--- src/rtl/bsd_pkg.sv ---
// ----------------------------------------------------------------------------
// bsd_pkg
// Types, character constants and hex helpers for the backslash escape decoder.
// ----------------------------------------------------------------------------
`default_nettype none

package bsd_pkg;

   typedef enum logic [1:0] {
      MODE_NORMAL = 2'd0,
      MODE_ESC    = 2'd1,
      MODE_HEX0   = 2'd2,
      MODE_HEX1   = 2'd3
   } mode_type;

   localparam logic [7:0] CH_BSLASH = 8'h5C;
   localparam logic [7:0] CH_N      = 8'h6E;
   localparam logic [7:0] CH_R      = 8'h72;
   localparam logic [7:0] CH_T      = 8'h74;
   localparam logic [7:0] CH_ZERO   = 8'h30;
   localparam logic [7:0] CH_X      = 8'h78;
   localparam logic [7:0] BYTE_LF   = 8'd10;
   localparam logic [7:0] BYTE_CR   = 8'd13;
   localparam logic [7:0] BYTE_TAB  = 8'd9;
   localparam logic [7:0] BYTE_NUL  = 8'd0;

   localparam int BUNDLE_SLOTS = 3;

   // one result
   typedef struct packed {
      logic [7:0] out_byte;
      logic       byte_valid;
      logic       string_done;
   } slot_type;

   // all results of one request, cnt is 1..3
   typedef struct packed {
      slot_type [BUNDLE_SLOTS-1:0] slot;
      logic [1:0]                  cnt;
   } bundle_type;

   typedef struct packed {
      logic empty;
      logic full;
   } queue_status_type;

   function automatic logic is_hex(input logic [7:0] ch);
      logic dig, lo, up;
      dig = (ch >= 8'h30) && (ch <= 8'h39);
      lo  = (ch >= 8'h61) && (ch <= 8'h66);
      up  = (ch >= 8'h41) && (ch <= 8'h46);
      return dig | lo | up;
   endfunction

   // caller guarantees is_hex(ch)
   function automatic logic [3:0] hex_val(input logic [7:0] ch);
      logic [7:0] v;
      if (ch <= 8'h39) begin
         v = ch - 8'h30;
      end else if (ch >= 8'h61) begin
         v = ch - 8'h57;
      end else begin
         v = ch - 8'h37;
      end
      return v[3:0];
   endfunction

   function automatic slot_type byte_slot(input logic [7:0] b);
      slot_type s;
      s.out_byte    = b;
      s.byte_valid  = 1'b1;
      s.string_done = 1'b0;
      return s;
   endfunction

   function automatic slot_type done_slot();
      slot_type s;
      s.out_byte    = 8'd0;
      s.byte_valid  = 1'b0;
      s.string_done = 1'b1;
      return s;
   endfunction

endpackage

`default_nettype wire

--- src/rtl/bsd_if.sv ---
// ----------------------------------------------------------------------------
// bsd_if
// Valid/ready channels for request and response of the escape decoder.
// ----------------------------------------------------------------------------
`default_nettype none

interface bsd_req_if;
   logic       valid;
   logic       ready;
   logic [7:0] in_byte;
   logic       end_marker;

   modport source (output valid, output in_byte, output end_marker, input ready);
   modport sink   (input valid, input in_byte, input end_marker, output ready);
endinterface

interface bsd_rsp_if;
   logic       valid;
   logic       ready;
   logic [7:0] out_byte;
   logic       byte_valid;
   logic       string_done;
   logic       run_last;

   modport source (output valid, output out_byte, output byte_valid,
                   output string_done, output run_last, input ready);
   modport sink   (input valid, input out_byte, input byte_valid,
                   input string_done, input run_last, output ready);
endinterface

`default_nettype wire

--- src/rtl/backslash_escape_decoder_top.sv ---
// ----------------------------------------------------------------------------
// backslash_escape_decoder_top
// Streaming decoder for C-style backslash escapes, one character per request.
//
//   channel   dir   handshake      payload
//   req_ch    in    valid/ready    in_byte[7:0], end_marker
//   rsp_ch    out   valid/ready    out_byte[7:0], byte_valid, string_done, run_last
//
// A request is taken every cycle while the bundle queue has room; it yields
// 0 to 3 responses, which leave one per cycle while rsp_ch is ready, from a registered output.
// Sustained rate: 1 request per cycle when it averages at most one response,
// otherwise bounded by the single response port (one response per cycle).
// A request's first response is registered in the queue, then in the output register.
// Synchronous reset puts the decoder in normal mode and empties the queue.
// ----------------------------------------------------------------------------
`default_nettype none

module backslash_escape_decoder_top #(
   parameter int QUEUE_DEPTH = 4
) (
   input  wire logic clock,
   input  wire logic reset,
   bsd_req_if.sink   req_ch,
   bsd_rsp_if.source rsp_ch
);
   import bsd_pkg::*;

   logic             push, pop;
   bundle_type       push_data, head;
   queue_status_type q_status;

   bsd_front u_front (
      .clock     (clock),
      .reset     (reset),
      .req       (req_ch),
      .q_status  (q_status),
      .push      (push),
      .push_data (push_data)
   );

   bsd_queue #(
      .DEPTH (QUEUE_DEPTH)
   ) u_queue (
      .clock     (clock),
      .reset     (reset),
      .push      (push),
      .push_data (push_data),
      .pop       (pop),
      .head      (head),
      .status    (q_status)
   );

   bsd_back u_back (
      .clock    (clock),
      .reset    (reset),
      .head     (head),
      .q_status (q_status),
      .pop      (pop),
      .rsp      (rsp_ch)
   );

endmodule

`default_nettype wire

--- src/rtl/bsd_front.sv ---
// ----------------------------------------------------------------------------
// bsd_front
// Accepts requests, tracks the escape mode and builds the result bundle.
// ----------------------------------------------------------------------------
`default_nettype none

module bsd_front (
   input  wire logic                      clock,
   input  wire logic                      reset,
   bsd_req_if.sink                        req,
   input  wire bsd_pkg::queue_status_type q_status,
   output      logic                      push,
   output      bsd_pkg::bundle_type       push_data
);
   import bsd_pkg::*;

   mode_type   mode_ff, mode_in;
   logic [7:0] held_ff, held_in;
   logic       accept;
   logic       ch_hex;
   logic [7:0] ch;
   bundle_type bnd;

   assign req.ready = !q_status.full;
   assign accept    = req.valid && req.ready;
   assign ch        = req.in_byte;
   assign ch_hex    = is_hex(ch);

   // next state
   always_comb begin
      mode_in = mode_ff;
      held_in = held_ff;
      if (accept) begin
         if (req.end_marker) begin
            mode_in = MODE_NORMAL;
            held_in = 8'd0;
         end else begin
            unique case (mode_ff)
               MODE_NORMAL: begin
                  mode_in = (ch == CH_BSLASH) ? MODE_ESC : MODE_NORMAL;
               end
               MODE_ESC: begin
                  mode_in = (ch == CH_X) ? MODE_HEX0 : MODE_NORMAL;
               end
               MODE_HEX0: begin
                  if (ch_hex) begin
                     mode_in = MODE_HEX1;
                     held_in = ch;
                  end else begin
                     mode_in = (ch == CH_BSLASH) ? MODE_ESC : MODE_NORMAL;
                  end
               end
               MODE_HEX1: begin
                  held_in = 8'd0;
                  if (ch_hex) begin
                     mode_in = MODE_NORMAL;
                  end else begin
                     mode_in = (ch == CH_BSLASH) ? MODE_ESC : MODE_NORMAL;
                  end
               end
               default: mode_in = MODE_NORMAL;
            endcase
         end
      end
   end

   // results of this request
   always_comb begin
      bnd = '0;
      if (req.end_marker) begin
         unique case (mode_ff)
            MODE_NORMAL: begin
               bnd.slot[0] = done_slot();
               bnd.cnt     = 2'd1;
            end
            MODE_ESC: begin
               bnd.slot[0] = byte_slot(CH_BSLASH);
               bnd.slot[1] = done_slot();
               bnd.cnt     = 2'd2;
            end
            MODE_HEX0: begin
               bnd.slot[0] = byte_slot(CH_X);
               bnd.slot[1] = done_slot();
               bnd.cnt     = 2'd2;
            end
            MODE_HEX1: begin
               bnd.slot[0] = byte_slot(CH_X);
               bnd.slot[1] = byte_slot(held_ff);
               bnd.slot[2] = done_slot();
               bnd.cnt     = 2'd3;
            end
            default: bnd = '0;
         endcase
      end else begin
         unique case (mode_ff)
            MODE_NORMAL: begin
               if (ch != CH_BSLASH) begin
                  bnd.slot[0] = byte_slot(ch);
                  bnd.cnt     = 2'd1;
               end
            end
            MODE_ESC: begin
               unique case (ch)
                  CH_N:    bnd.slot[0] = byte_slot(BYTE_LF);
                  CH_R:    bnd.slot[0] = byte_slot(BYTE_CR);
                  CH_T:    bnd.slot[0] = byte_slot(BYTE_TAB);
                  CH_ZERO: bnd.slot[0] = byte_slot(BYTE_NUL);
                  default: bnd.slot[0] = byte_slot(ch);
               endcase
               bnd.cnt = (ch == CH_X) ? 2'd0 : 2'd1;
            end
            MODE_HEX0: begin
               if (!ch_hex) begin
                  bnd.slot[0] = byte_slot(CH_X);
                  bnd.slot[1] = byte_slot(ch);
                  bnd.cnt     = (ch == CH_BSLASH) ? 2'd1 : 2'd2;
               end
            end
            MODE_HEX1: begin
               if (ch_hex) begin
                  bnd.slot[0] = byte_slot({hex_val(held_ff), hex_val(ch)});
                  bnd.cnt     = 2'd1;
               end else begin
                  bnd.slot[0] = byte_slot(CH_X);
                  bnd.slot[1] = byte_slot(held_ff);
                  bnd.slot[2] = byte_slot(ch);
                  bnd.cnt     = (ch == CH_BSLASH) ? 2'd2 : 2'd3;
               end
            end
            default: bnd = '0;
         endcase
      end
   end

   assign push      = accept && (bnd.cnt != 2'd0);
   assign push_data = bnd;

   always_ff @(posedge clock) begin
      if (reset) begin
         mode_ff <= MODE_NORMAL;
         held_ff <= 8'd0;
      end else begin
         mode_ff <= mode_in;
         held_ff <= held_in;
      end
   end

   a_end_clears_state: assert property (@(posedge clock) disable iff (reset)
      accept && req.end_marker |=> mode_ff == MODE_NORMAL && held_ff == 8'd0)
      else $error("end marker did not return decoder to normal mode");

   a_end_pushes: assert property (@(posedge clock) disable iff (reset)
      accept && req.end_marker |-> push && push_data.slot[push_data.cnt - 2'd1].string_done)
      else $error("end marker must push a bundle ending in string done");

   a_hex1_holds_digit: assert property (@(posedge clock) disable iff (reset)
      mode_ff == MODE_HEX1 |-> is_hex(held_ff))
      else $error("held digit is not a hex character");

endmodule

`default_nettype wire

--- src/rtl/bsd_queue.sv ---
// ----------------------------------------------------------------------------
// bsd_queue
// Small bundle queue between the front and the back part.
// ----------------------------------------------------------------------------
`default_nettype none

module bsd_queue #(
   parameter int DEPTH = 4
) (
   input  wire logic                       clock,
   input  wire logic                       reset,
   input  wire logic                       push,
   input  wire bsd_pkg::bundle_type        push_data,
   input  wire logic                       pop,
   output      bsd_pkg::bundle_type        head,
   output      bsd_pkg::queue_status_type  status
);
   import bsd_pkg::*;

   localparam int PW = (DEPTH > 1) ? $clog2(DEPTH) : 1;
   localparam int CW = $clog2(DEPTH + 1);
   localparam logic [PW-1:0] LAST_PTR = PW'(DEPTH - 1);
   localparam logic [CW-1:0] FULL_CNT = CW'(DEPTH);

   bundle_type    mem_ff [DEPTH];
   logic [PW-1:0] wr_ptr_ff, wr_ptr_in;
   logic [PW-1:0] rd_ptr_ff, rd_ptr_in;
   logic [CW-1:0] count_ff, count_in;
   logic          do_push, do_pop;

   assign status.empty = (count_ff == '0);
   assign status.full  = (count_ff == FULL_CNT);
   assign do_push      = push && !status.full;
   assign do_pop       = pop && !status.empty;
   assign head         = mem_ff[rd_ptr_ff];

   always_comb begin
      wr_ptr_in = wr_ptr_ff;
      rd_ptr_in = rd_ptr_ff;
      count_in  = count_ff;
      if (do_push) begin
         wr_ptr_in = (wr_ptr_ff == LAST_PTR) ? '0 : wr_ptr_ff + 1'b1;
      end
      if (do_pop) begin
         rd_ptr_in = (rd_ptr_ff == LAST_PTR) ? '0 : rd_ptr_ff + 1'b1;
      end
      unique case ({do_push, do_pop})
         2'b10:   count_in = count_ff + 1'b1;
         2'b01:   count_in = count_ff - 1'b1;
         default: count_in = count_ff;
      endcase
   end

   always_ff @(posedge clock) begin
      if (reset) begin
         wr_ptr_ff <= '0;
         rd_ptr_ff <= '0;
         count_ff  <= '0;
      end else begin
         wr_ptr_ff <= wr_ptr_in;
         rd_ptr_ff <= rd_ptr_in;
         count_ff  <= count_in;
      end
   end

   always_ff @(posedge clock) begin
      if (do_push) begin
         mem_ff[wr_ptr_ff] <= push_data;
      end
   end

   a_no_overflow: assert property (@(posedge clock) disable iff (reset)
      push |-> !status.full)
      else $error("push into full queue");

   a_no_underflow: assert property (@(posedge clock) disable iff (reset)
      pop |-> !status.empty)
      else $error("pop from empty queue");

   a_count_tracks: assert property (@(posedge clock) disable iff (reset)
      do_push && !do_pop |=> count_ff == $past(count_ff) + 1'b1)
      else $error("queue count did not advance on push");

endmodule

`default_nettype wire

--- src/rtl/bsd_back.sv ---
// ----------------------------------------------------------------------------
// bsd_back
// Unrolls queued bundles into one registered response per cycle while rsp is ready.
// ----------------------------------------------------------------------------
`default_nettype none

module bsd_back (
   input  wire logic                      clock,
   input  wire logic                      reset,
   input  wire bsd_pkg::bundle_type       head,
   input  wire bsd_pkg::queue_status_type q_status,
   output      logic                      pop,
   bsd_rsp_if.source                      rsp
);
   import bsd_pkg::*;

   logic [1:0] idx_ff, idx_in;
   logic       valid_ff, valid_in;
   slot_type   slot_ff, slot_in;
   logic       last_ff, last_in;
   logic       load, is_last;

   assign load    = (!valid_ff || rsp.ready) && !q_status.empty;
   assign is_last = (idx_ff == head.cnt - 2'd1);
   assign pop     = load && is_last;

   always_comb begin
      idx_in   = idx_ff;
      valid_in = valid_ff;
      slot_in  = slot_ff;
      last_in  = last_ff;
      if (rsp.ready) begin
         valid_in = 1'b0;
      end
      if (load) begin
         valid_in = 1'b1;
         slot_in  = head.slot[idx_ff];
         last_in  = is_last;
         idx_in   = is_last ? 2'd0 : idx_ff + 2'd1;
      end
   end

   always_ff @(posedge clock) begin
      if (reset) begin
         idx_ff   <= 2'd0;
         valid_ff <= 1'b0;
      end else begin
         idx_ff   <= idx_in;
         valid_ff <= valid_in;
      end
   end

   always_ff @(posedge clock) begin
      slot_ff <= slot_in;
      last_ff <= last_in;
   end

   assign rsp.valid       = valid_ff;
   assign rsp.out_byte    = slot_ff.out_byte;
   assign rsp.byte_valid  = slot_ff.byte_valid;
   assign rsp.string_done = slot_ff.string_done;
   assign rsp.run_last    = last_ff;

   a_done_is_last: assert property (@(posedge clock) disable iff (reset)
      rsp.valid && rsp.string_done |-> rsp.run_last && !rsp.byte_valid)
      else $error("string done must be the last result and carry no byte");

   a_idx_in_range: assert property (@(posedge clock) disable iff (reset)
      !q_status.empty |-> idx_ff < head.cnt)
      else $error("slot index beyond bundle count");

   a_idx_rewinds: assert property (@(posedge clock) disable iff (reset)
      pop |=> idx_ff == 2'd0)
      else $error("slot index not rewound after pop");

endmodule

`default_nettype wire

--- src/flat_wrapper.sv ---
// flat-port wrapper written by rule: the top's interface ports become plain ports
module backslash_escape_decoder_top_flat import bsd_pkg::*;
#(
   parameter int QUEUE_DEPTH = 4
)
  (clock, reset, req_ch_valid, req_ch_in_byte, req_ch_end_marker, req_ch_ready, rsp_ch_valid, rsp_ch_out_byte, rsp_ch_byte_valid, rsp_ch_string_done, rsp_ch_run_last, rsp_ch_ready);
  bsd_req_if req_ch_i ();
  bsd_rsp_if rsp_ch_i ();
  input  wire logic clock;
  input  wire logic reset;
  input wire logic [$bits(req_ch_i.valid)-1:0] req_ch_valid;
  input wire logic [$bits(req_ch_i.in_byte)-1:0] req_ch_in_byte;
  input wire logic [$bits(req_ch_i.end_marker)-1:0] req_ch_end_marker;
  output wire logic [$bits(req_ch_i.ready)-1:0] req_ch_ready;
  output wire logic [$bits(rsp_ch_i.valid)-1:0] rsp_ch_valid;
  output wire logic [$bits(rsp_ch_i.out_byte)-1:0] rsp_ch_out_byte;
  output wire logic [$bits(rsp_ch_i.byte_valid)-1:0] rsp_ch_byte_valid;
  output wire logic [$bits(rsp_ch_i.string_done)-1:0] rsp_ch_string_done;
  output wire logic [$bits(rsp_ch_i.run_last)-1:0] rsp_ch_run_last;
  input wire logic [$bits(rsp_ch_i.ready)-1:0] rsp_ch_ready;
  assign req_ch_i.valid = req_ch_valid;
  assign req_ch_i.in_byte = req_ch_in_byte;
  assign req_ch_i.end_marker = req_ch_end_marker;
  assign req_ch_ready = req_ch_i.ready;
  assign rsp_ch_valid = rsp_ch_i.valid;
  assign rsp_ch_out_byte = rsp_ch_i.out_byte;
  assign rsp_ch_byte_valid = rsp_ch_i.byte_valid;
  assign rsp_ch_string_done = rsp_ch_i.string_done;
  assign rsp_ch_run_last = rsp_ch_i.run_last;
  assign rsp_ch_i.ready = rsp_ch_ready;
  backslash_escape_decoder_top #(.QUEUE_DEPTH(QUEUE_DEPTH)) u_core (.clock(clock), .reset(reset), .req_ch(req_ch_i), .rsp_ch(rsp_ch_i));
endmodule
--- config.mk ---
export PLATFORM = sky130hd
export DESIGN_NAME = backslash_escape_decoder_top_flat
export DESIGN_NICKNAME = d
export VERILOG_FILES = /design/src/rtl/bsd_pkg.sv /design/src/rtl/bsd_if.sv /design/src/rtl/backslash_escape_decoder_top.sv /design/src/rtl/bsd_front.sv /design/src/rtl/bsd_queue.sv /design/src/rtl/bsd_back.sv /design/src/flat_wrapper.sv
export SDC_FILE = /design/constraint.sdc
export NUM_CORES = 1
export LEC_CHECK = 0
export BUFFER_PORTS_ARGS = -buffer_cell sky130_fd_sc_hd__buf_2
export CAP_MARGIN = 25
export CORE_ASPECT_RATIO = 1.4
export CORE_MARGIN = 1.5
export CORE_UTILIZATION = 35
export CTS_CLUSTER_DIAMETER = 50
export CTS_CLUSTER_SIZE = 28
export DETAILED_ROUTE_END_ITERATION = 7
export PLACE_DENSITY = 0.54
export SYNTH_ARGS = -nofsm -noshare
export SYNTH_HDL_FRONTEND = slang
export SYNTH_SLANG_ARGS = --single-unit
--- constraint.sdc ---
create_clock -name clock -period 5.7 [get_ports clock]
set_input_delay 0.285 -clock clock [delete_from_list [all_inputs] [get_ports clock]]
set_output_delay 0.285 -clock clock [all_outputs]
set_load 0.01 [all_outputs]
==> results of run 1 <==
==> worst min path at each step <==
stage / startpoint / cells past startpoint / to
floorplan: req_ch_in_byte[0] / 1 / u_core.u_front.held_ff[0]
global placement: u_core.u_queue.wr_ptr_ff[1] / 2 / u_core.u_queue.wr_ptr_ff[1]
detailed placement: u_core.u_front.mode_ff[1] / 2 / u_core.u_front.mode_ff[1]
CTS: req_ch_in_byte[1] / 2 / u_core.u_front.held_ff[1]
global route: reset / 2 / u_core.u_back.idx_ff[0]
finish: req_ch_in_byte[1] / 2 / u_core.u_front.held_ff[1]
==> state kept, by name, summed over array words and instances, names as in the netlist, named ones only <==
register                       cells
u_core.u_queue.mem_ff            128
u_core.u_back.rsp.string_done      1
u_core.u_queue.wr_ptr_ff           2
u_core.u_queue.rd_ptr_ff           2
u_core.u_front.held_ff             8
u_core.u_back.rsp.out_byte         8
u_core.u_back.rsp.run_last         1
u_core.u_back.rsp.valid            1
u_core.u_queue.count_ff            3
u_core.u_back.rsp.byte_valid       1
u_core.u_front.mode_ff             2
u_core.u_back.idx_ff               2
==> worst reg2reg max path, cell delays in order (launching register included) <==
cell and delay [ps]:
sky130_fd_sc_hd__dfxtp_1 930, sky130_fd_sc_hd__mux4_2 490, sky130_fd_sc_hd__or4_1 420, sky130_fd_sc_hd__mux2i_1 340, sky130_fd_sc_hd__ha_1 260, sky130_fd_sc_hd__inv_1 60, sky130_fd_sc_hd__fa_1 390, sky130_fd_sc_hd__xor2_1 160
sky130_fd_sc_hd__or3_1 300, sky130_fd_sc_hd__a21oi_1 160
==> stage by stage <==
stage,setup slack [ps],hold WS [ps],util,total power [mW]
2_1_floorplan,2630,411,-,2.08
3_3_place_gp,2190,483,0.376,2.29
3_5_place_dp,2090,494,0.376,2.31
4_1_cts,2100,190,0.407,3.54
5_1_grt,1960,206,0.408,3.65
6_report,2120,190,0.408,3.50
==> layout make-up <==
class | count | area, um^2
multi-input cells | 275 | 2500
fillers | 1860 | 12200
clock buffers | 18 | 429
flip-flops and latches | 161 | 4620
clock inverters | 14 | 214
well taps | 256 | 320
inverters | 29 | 109
repair buffers | 34 | 190
==> logic make-up (layout without fill, tap and decap cells) <==
| family | count (synthesis) | in the layout | share of synthesized area |
|---|---|---|---|
| DFF | 161 | 161 | 0.628 |
| and+or+nand+nor | 111 | 111 | 0.0847 |
| AOI/OAI and AO/OA | 89 | 89 | 0.0898 |
| buffers and inverters | 56 | 95 | 0.0333 |
| muxes | 51 | 51 | 0.125 |
| adders and majority gates | 19 | 19 | 0.0334 |
| xor gates and xnor gates | 5 | 5 | 0.00596 |
==> synth_stat cells, drive strengths merged (3+ instances only) <==
master and number:
mux2i 17, nand2 22, nor2b 3, mux4 32, nor4b 3, o22ai 10
and3 6, or3 3, buf 15, and2 12, edfxtp 139, xnor2 3
nor3 7, ha 18, a21oi 12, a31oi 3, a22oi 7, a211o 5
or2 3, a211oi 3, inv 27, nor2 29, nor3b 3, dfxtp 22
clkbuf 12, nor4 5, nand2b 5, o21ai 14, a22o 8
==> cells in the final DEF, fill, tap and decap left out, types with 3 or more instances in the layout <==
cell / Yosys / layout
sky130_fd_sc_hd__nand2b_1: 5 / 5
sky130_fd_sc_hd__a22oi_1: 7 / 7
sky130_fd_sc_hd__o21ai_0: 12 / 12
sky130_fd_sc_hd__xnor2_1: 3 / 3
sky130_fd_sc_hd__ha_1: 18 / 18
sky130_fd_sc_hd__nand2_1: 22 / 22
sky130_fd_sc_hd__dfxtp_1: 22 / 21
sky130_fd_sc_hd__or3_1: 3 / 3
sky130_fd_sc_hd__inv_1: 27 / 27
sky130_fd_sc_hd__inv_8: 0 / 3
sky130_fd_sc_hd__a211oi_1: 3 / 3
sky130_fd_sc_hd__a21oi_1: 12 / 12
sky130_fd_sc_hd__nor4_1: 4 / 3
sky130_fd_sc_hd__a31oi_1: 3 / 3
sky130_fd_sc_hd__mux4_2: 32 / 32
sky130_fd_sc_hd__clkbuf_16: 0 / 17
sky130_fd_sc_hd__a22o_1: 8 / 8
sky130_fd_sc_hd__a211o_1: 5 / 5
sky130_fd_sc_hd__mux2i_1: 17 / 17
sky130_fd_sc_hd__o22ai_1: 10 / 10
sky130_fd_sc_hd__nor3_1: 7 / 7
sky130_fd_sc_hd__nor2_1: 29 / 29
sky130_fd_sc_hd__inv_6: 0 / 5
sky130_fd_sc_hd__and2_1: 12 / 12
sky130_fd_sc_hd__buf_4: 1 / 8
sky130_fd_sc_hd__bufinv_16: 0 / 4
sky130_fd_sc_hd__and3_1: 6 / 6
sky130_fd_sc_hd__edfxtp_1: 139 / 139
sky130_fd_sc_hd__nor2b_1: 3 / 3
sky130_fd_sc_hd__buf_2: 7 / 26
==> power breakdown <==
| part | leakage, nW | internal [mW] | switching, mW |
|---|---|---|---|
| sequential | 1.52 | 1.48 | 0.0776 |
| combinational | 1.14 | 0.301 | 0.400 |
| clock | 0.312 | 0.751 | 0.482 |
| total | 2.97 | 2.54 | 0.960 |
==> layer usage <==
metal	GRT usage	wire, um
met1	0.192	6970
met2	0.255	8030
met3	0.0237	435
met4	0.0459	185
met5	0	0
==> out/metrics.cfg, run 1 <==
[floorplanning]
rows = 62
start_util = 0.358
num_io_pins = 26
die_w_um = 126
chipHeight_um = 175
core_um2 = 20600
die-area_um2 = 21900

[synth]
yosysSeqAreaShare = 0.628
synth_cells = 492
post_synth_edffs = 139
top_area_cells_in_the_synthesized_netlist = sky130_fd_sc_hd__edfxtp_1, sky130_fd_sc_hd__mux4_2, sky130_fd_sc_hd__dfxtp_1
post-synth-top-area-fraction = 0.568
netlist-cell-type-count = 66
synth_nets = 524
top_cell_type_by_total_area_after_synthesis = sky130_fd_sc_hd__edfxtp_1
synth_warnings = 0
synth_flop_cell = sky130_fd_sc_hd__edfxtp_1
synth_area_per_cell_um2 = 14.9
synthArstFlopShare = 0
mappedNetlistArea_um2 = 7350
ys_ff_latch = 161

[grt]
grt_antenna_before_repair = 0
grt_first_pass_wirelength_um = 24800
grtUsageTotal = 0.148
first_global_vias = 4338
pin_count_of_the_biggest_net_entering_global_routing = 33
gr-total-overflow = 0

[worst_setup_path]
timing.critical_path.arrival_ps = 3930
cp_cell_sequence = mux4_2 > or4_1 > mux2i_1 > ha_1 > inv_1 > fa_1 > xor2_1 > or3_1 > a21oi_1
r2r_cells = 9
critical_path_class = reg -> reg
worstReg2RegEnd = u_core.u_queue.count_ff[2]
worst_setup_path_end_kind = flop
crit_path_max_incr_delay_ps = 930
cp_slowest_cell = sky130_fd_sc_hd__dfxtp_1
worstSetupEndpoint = u_core.u_queue.count_ff[2]
worst-path-max-fanout = 18
startpoint_type = flop
worst-path-buf-inv = 1
worst_path_dominant_cell_family = flip-flops
rrSetupSlack_ps = 2120
critical_path_depth = 9
worstPathRequired_ps = 6050

[status]
run_status = finished clean

[drt]
drc = 0
dr.pass1.iters = 4
drt_first_iter_violations = 376
drt.antenna.violating_nets = 0
finalWirelength_um = 15600
route.detailed.vias_per_inst = 5.39
vias = 4241
routedWlPerCell_um = 19.8

[sta]
grt_setup_unrepaired = no
final_hold_viol_count = 0
setup_tns_ps = 0
worst_pin_slew_ps = 933
final_max_slew_viol_count = 0
timing.final.setup_violations = 0
worst_skew_ps = 12.7
finalCriticalPeriod_ps = 3580
maxSlewHeadroom = 0.377
share_of_the_clock_period_used_by_the_worst_path = 0.628
max_freq_ghz = 0.279

[cts]
clock_transition_at_the_registers_of_the_reported_paths_ps = 70
max-clock-path-buffers = 2
cts_hold_repair.buffers = 0
clock-sinks = 161
cts_root_buffer_type = sky130_fd_sc_hd__clkbuf_16
clock_tree.htree_level_count = 4
cts_tree = yes
worstSkewPairLatency_ps = 420
cts_resized = 0
postCtsSetupRepairBufs = 0
cts_buf_count = 17

[cells_and_area]
layout.cells.non_filler = 787
num_antenna_cells = 0
areaGrowthSynthToFinish_pct = 13.9
layout-drive-gt1-share = 0.209
finish.instance_area_um2 = 8380
final_net_count = 550

[worst_hold_path]
hold_class = in -> reg

[job]
maxCapViolations = 0

[place]
post-place-cells = 754
placed_cell_area_um2 = 7730
detailedPlacementHpwl_um = 10400
port_buffer_cells = 25
routabilityCongestion = 0.879

[pwr]
cellPowerDensity_nw_per_um2 = 417
max-vdd-ir-drop_v = 0.000229
p_leak_nw = 2.97

Power figures use the tool's default switching activity.
==> inputs of run 2 (changes only) <==
ABC_AREA = 1   (was not set)
clock period = 3.7 ns   (was 5.7 ns; I/O delays follow)
==> run 2 against run 1 <==
Non-clock buffer count rose by 4. Final cell count rose by 27%. Sequential share of layout area rose by 0.19 points. Combinational power rose by 73%. Area after synthesis rose by 0.60%.
==> out/metrics.cfg, run 2 <==
[sta]
timing.final.setup_violations = 0
worst_skew_ps = 14.3
share_of_the_clock_period_used_by_the_worst_path = 0.758
setup_tns_ps = 0
final_max_slew_viol_count = 0
post-route-worst-setup-slack_ps = 896
finalCriticalPeriod_ps = 2800
max_freq_ghz = 0.357
final_hold_viol_count = 0
worst_pin_slew_ps = 708
maxSlewHeadroom = 0.523
grt_setup_unrepaired = no

[worst_setup_path]
cp_slowest_cell = sky130_fd_sc_hd__dfxtp_1
worst_path_dominant_cell_family = adder cells
critical_path_class = reg -> reg
worst-path-buf-inv = 3
startpoint_type = flop
worst-path-max-fanout = 8
worst_path_most_repeated_cell = sky130_fd_sc_hd__inv_1
worstPathRequired_ps = 4000
worst_setup_path_end_kind = flop
timing.critical_path.arrival_ps = 3110
cp_cell_sequence = inv_1 > ha_1 > inv_1 > nor2_4 > nor2_4 > nand2_1 > nand2_2 > nand2_4 > nand2_4 > ha_1 > inv_1 > fa_1 > a21oi_1 > o21ai_0 > o21ai_0 > a21oi_1
crit_path_max_incr_delay_ps = 380

[synth]
synth_nets = 740
netlist-cell-type-count = 36
top_area_cells_in_the_synthesized_netlist = sky130_fd_sc_hd__edfxtp_1, sky130_fd_sc_hd__dfxtp_1, sky130_fd_sc_hd__nor2_1
synth_flop_cell = sky130_fd_sc_hd__edfxtp_1
synth_cells = 708
top_cell_type_by_total_area_after_synthesis = sky130_fd_sc_hd__edfxtp_1
synth_warnings = 0
synth_area_per_cell_um2 = 10.4
ys_ff_latch = 161
post-synth-top-count-cell = sky130_fd_sc_hd__edfxtp_1
synthArstFlopShare = 0
post_synth_edffs = 139
yosysSeqAreaShare = 0.624
post-synth-top-area-fraction = 0.564
ys_top_cells_by_count = sky130_fd_sc_hd__edfxtp_1, sky130_fd_sc_hd__nor2_1, sky130_fd_sc_hd__nand2_1
mappedNetlistArea_um2 = 7400

[floorplanning]
num_io_pins = 26
die_w_um = 126
core_um2 = 20600
start_util = 0.358
chipHeight_um = 175
die-area_um2 = 22000
rows = 62

[grt]
grtUsageTotal = 0.176
grt_antenna_before_repair = 0
grt_first_pass_wirelength_um = 29300
pin_count_of_the_biggest_net_entering_global_routing = 55
first_global_vias = 5443
gr-total-overflow = 0

[pwr]
power.internal_mw = 3.55
clock_network_fraction_of_total_power = 0.308
finalPower_mw = 5.20
max-vdd-ir-drop_v = 0.000315
power.net_switching_mw = 1.65
p_leak_nw = 3.03
share_comb_of_total_power = 0.233
power_switching_share = 0.317
cellPowerDensity_nw_per_um2 = 623
p_seq_frac = 0.459

[worst_hold_path]
hold_class = in -> reg

[place]
detailedPlacementHpwl_um = 12600
placed_cell_area_um2 = 7810
port_buffer_cells = 25
post-place-cells = 970
routabilityCongestion = 0.915
post-place-ws_ps = 806

[cells_and_area]
top_library_cells_by_usage_in_the_layout_fill_and_taps_aside = sky130_fd_sc_hd__edfxtp_1, sky130_fd_sc_hd__nor2_1, sky130_fd_sc_hd__nand2_1, sky130_fd_sc_hd__o21ai_0, sky130_fd_sc_hd__inv_1
regMostFlops = u_core.u_queue.mem_ff
finish.instance_area_um2 = 8350
filler_cell_count = 2013
layout.cells.most_common = sky130_fd_sc_hd__edfxtp_1
areaGrowthSynthToFinish_pct = 12.9
layout.cells.non_filler = 1002
num_antenna_cells = 0
final_net_count = 765
max_reg_flops = 128
layout-drive-gt1-share = 0.149

[cts]
cts_tree = yes
clock_transition_at_the_registers_of_the_reported_paths_ps = 70
postCtsSetupRepairBufs = 0
clock-sinks = 161
cts_hold_repair.buffers = 0
clock_tree.htree_level_count = 4
cts_buf_count = 17
cts_resized = 0
worstSkewPairLatency_ps = 420
max-clock-path-buffers = 2
cts_root_buffer_type = sky130_fd_sc_hd__clkbuf_16

[drt]
vias = 5347
route.detailed.vias_per_inst = 5.34
drt_first_iter_violations = 455
drc = 0
finalWirelength_um = 18900
drt.antenna.violating_nets = 0
dr.pass1.iters = 5
routedWlPerCell_um = 18.9

[status]
run_status = finished clean

[job]
maxCapViolations = 0

run 2: cell count changes after synthesis, sizes merged, moves of 15 or more:
| cell | change |
|---|---|
| mux4 | -32 |
| inv | +35 |
| mux2i | -17 |
| a21oi | +15 |
| nand3 | +33 |
| nand2 | +81 |
| nor2 | +84 |
| o21ai | +78 |
| o221ai | +15 |
run 2: kinds of logic (layout without fill, tap and decap cells):
group	after synthesis	after routing	share of synthesized area
fa+ha+maj	19	19	0.0332
flops	161	161	0.624
xor+xnor	3	3	0.00355
buf+inv	96	134	0.0518
compound gates	167	167	0.133
simple gates	262	262	0.154
run 2: final cells by class:
class                   count  area [um^2]  area share
flip-flops and latches    161         4620       0.553
inverters                  64          240      0.0288
repair buffers             38          226      0.0271
well taps                 256          320      0.0384
clock inverters            14          106      0.0127
clock buffers              18          429      0.0514
multi-input cells         451         2410       0.289
run 2: power by group through the flow:
| stage | combinational [mW] | sequential, mW | clock (mW) |
|---|---|---|---|
| after floorplan | 0.765 | 2.44 | 0 |
| after global placement | 1.19 | 2.41 | 0 |
| after detailed placement | 1.22 | 2.43 | 0 |
| after CTS | 1.23 | 2.39 | 1.63 |
| after global routing | 1.35 | 2.41 | 1.69 |
| final | 1.21 | 2.39 | 1.60 |
run 2: worst min-delay path: stages:
cell and delay, ps:
sky130_fd_sc_hd__buf_2 80, sky130_fd_sc_hd__nor2_1 50, sky130_fd_sc_hd__o21ai_0 150, sky130_fd_sc_hd__inv_1 50
run 2: path summary, 6_finish.rpt:
| check | to | start | slack (ps) | cells after the start |
|---|---|---|---|---|
| max reg2reg | u_core.u_queue.count_ff[2] | u_core.u_front.mode_ff[0] | 900 | 16 |
| max | u_core.u_queue.count_ff[2] | u_core.u_front.mode_ff[0] | 900 | 16 |
| min reg2reg | u_core.u_front.held_ff[7] | u_core.u_front.held_ff[7] | 460 | 2 |
| min | u_core.u_back.rsp.valid | rsp_ch_ready | 130 | 4 |
run 2: metal layers:
layer | track usage | vias to the layer above | routed length [um]
met4 | 0.0790 | 0 | 515
met2 | 0.311 | 135 | 9680
met5 | 0 | - | 0
met3 | 0.0285 | 33 | 682
li1 | - | 2534 | -
met1 | 0.211 | 2645 | 8040
run 2: per-stage QoR:
stage	util	hold slack [ps]
6_report	0.405	132
5_1_grt	0.405	128
4_1_cts	0.405	111
3_5_place_dp	0.379	453
3_3_place_gp	0.378	455
2_1_floorplan	-	430
==> inputs of run 3 (changes only) <==
PLACE_DENSITY = 0.56   (was 0.54)
clock period = 2.5 ns   (was 3.7 ns; I/O delays follow)
==> run 3 against run 2 <==
Via count shrank 1.1%. Die area is the same. Sequential cell count is the same. Worst setup slack lost 700 ps. Clock power grew 48%. Worst hold slack lost 81 ps. Design area grew 2.9%. Sequential power grew 47%. Largest cell class unchanged. Highest routed layer unchanged.
==> out/metrics.cfg, run 3 (synthesis gave the netlist of run 2 again) <==
[cells_and_area]
layout-drive-gt1-share = 0.177
multi_input_area_um2 = 2430
final_net_count = 787
register_area_um2 = 4620
areaGrowthSynthToFinish_pct = 16.1
filler_cell_count = 2005
max_reg_flops = 128
regMostFlops = u_core.u_queue.mem_ff
layout.cells.most_common = sky130_fd_sc_hd__edfxtp_1
num_antenna_cells = 0
finish.instance_area_um2 = 8590
top_library_cells_by_usage_in_the_layout_fill_and_taps_aside = sky130_fd_sc_hd__edfxtp_1, sky130_fd_sc_hd__nor2_1, sky130_fd_sc_hd__nand2_1, sky130_fd_sc_hd__o21ai_0, sky130_fd_sc_hd__inv_1

[sta]
maxSlewHeadroom = 0.565
finalCriticalPeriod_ps = 2300
timing.final.setup_violations = 0
setup_tns_ps = 0
final_hold_viol_count = 0
final_max_slew_viol_count = 0
share_of_the_clock_period_used_by_the_worst_path = 0.921
worst_pin_slew_ps = 645
grt_setup_unrepaired = no
worst_skew_ps = 6.78
max_freq_ghz = 0.434

[cts]
cts_root_buffer_type = sky130_fd_sc_hd__clkbuf_16
cts_hold_repair.buffers = 0
worstSkewPairLatency_ps = 420
cts_buf_count = 17
clock_tree.htree_level_count = 4
max-clock-path-buffers = 2
cts_tree = yes
clock_transition_at_the_registers_of_the_reported_paths_ps = 60
clock-sinks = 161

[grt]
grt_first_pass_wirelength_um = 27400
first_global_vias = 5037
pin_count_of_the_biggest_net_entering_global_routing = 47
gr-total-overflow = 0
grtUsageTotal = 0.165
grt_antenna_before_repair = 0

[pwr]
p_leak_nw = 3.14
cellPowerDensity_nw_per_um2 = 905
max-vdd-ir-drop_v = 0.000506

[job]
maxCapViolations = 0

[drt]
drc = 0
finalWirelength_um = 17600
routedWlPerCell_um = 17.2
route.detailed.vias_per_inst = 5.17
drt_first_iter_violations = 315
dr.pass1.iters = 7
drt.antenna.violating_nets = 0
vias = 5289

[worst_setup_path]
timing.critical_path.arrival_ps = 2620
worst_setup_path_end_kind = flop
critical_path_class = reg -> reg
worst-path-buf-inv = 2
worstPathRequired_ps = 2810
worst_path_dominant_cell_family = simple AND/OR/NAND/NOR gates
cp_cell_sequence = inv_2 > nand2_1 > nand3_1 > nand2_1 > nand2_1 > a21o_1 > nand2_1 > nor2_4 > ha_1 > inv_1 > fa_1 > a21oi_1 > o21ai_1 > o21ai_1 > a21oi_1
crit_path_max_incr_delay_ps = 390
worst_path_most_repeated_cell = sky130_fd_sc_hd__nand2_1
startpoint_type = flop
cp_slowest_cell = sky130_fd_sc_hd__fa_1
worst-path-max-fanout = 7

[place]
routabilityCongestion = 0.940
placed_cell_area_um2 = 8030
port_buffer_cells = 25
detailedPlacementHpwl_um = 11500

[floorplanning]
num_io_pins = 26
start_util = 0.358
die-area_um2 = 22000
rows = 62
chipHeight_um = 175
core_um2 = 20600
die_w_um = 126

[worst_hold_path]
hold_class = in -> reg

[status]
run_status = finished clean

==> run 3: cell types whose count changed in the layout (fill, tap and decap cells not counted), sizes merged <==
cell      delta
buf         +22
clkinvlp     +1
inv          -1
==> run 3: path summary, 6_finish.rpt <==
check	startpoint	to	slack [ps]	cells after the start
worst min register to register	u_core.u_front.held_ff[7]	u_core.u_front.held_ff[7]	460	2
worst max register to register	flop	u_core.u_queue.count_ff[2]	200	15
worst max-delay path	flop	u_core.u_queue.count_ff[2]	200	15
worst min-delay path	reset	u_core.u_queue.count_ff[1]	50	2
==> run 3: through the flow <==
step | hold slack (ps) | utilization | instances | total power, mW | setup WS [ps]
floorplan | 385 | - | 708 | 4.75 | -30.6
global placement | 444 | 0.389 | 991 | 5.46 | 34.2
detailed placement | 446 | 0.389 | 991 | 5.48 | 5.26
CTS | 36.2 | 0.415 | 1023 | 7.83 | 86.1
global route | 52.1 | 0.416 | 1024 | 8.17 | 2.66
finish | 51.0 | 0.416 | 1024 | 7.77 | 197
==> run 3: routing by layer <==
layer  up-vias  GRT usage  part of all wire  routed length, um
met1      2567      0.198              0.43               7620
met5         -          0                 0                  0
li1       2589          -                 -                  -
met4         0     0.0738             0.024                418
met3        26     0.0279             0.031                551
met2       107      0.290              0.51               8980
==> run 3: worst reg2reg max path, delay by kind of cell (launching register included) <==
kind / cells / cell delay [ps]
AO/OA/AOI/OAI: 5 / 520
adder cells (fa/ha/maj): 2 / 540
buffers and inverters: 2 / 180
flip-flops: 1 / 370
AND/OR/NAND/NOR: 6 / 590
==> run 3: final cells by class <==
| class | count | share of cell area |
|---|---|---|
| clock buffer | 18 | 0.0500 |
| clock inverter | 14 | 0.0124 |
| inverter | 64 | 0.0280 |
| multi-input combinational | 451 | 0.284 |
| sequential | 161 | 0.538 |
| tap | 256 | 0.0373 |
| timing repair buffer | 60 | 0.0510 |
==> run 3: repair_timing <==
action | CTS | global route
resized for setup | 0 | 7
setup endpoints to repair | 0 | 2
endpoints found under the hold margin | 0 | 0
buffers inserted | 0 | 1
==> run 3: power breakdown <==
part / total (mW) / switching [mW] / leakage (nW) / internal, mW
logic: 1.90 / 1.26 / 1.41 / 0.647
clock network: 2.36 / 1.08 / 0.256 / 1.28
registers: 3.51 / 0.107 / 1.47 / 3.41
total: 7.77 / 2.44 / 3.14 / 5.33
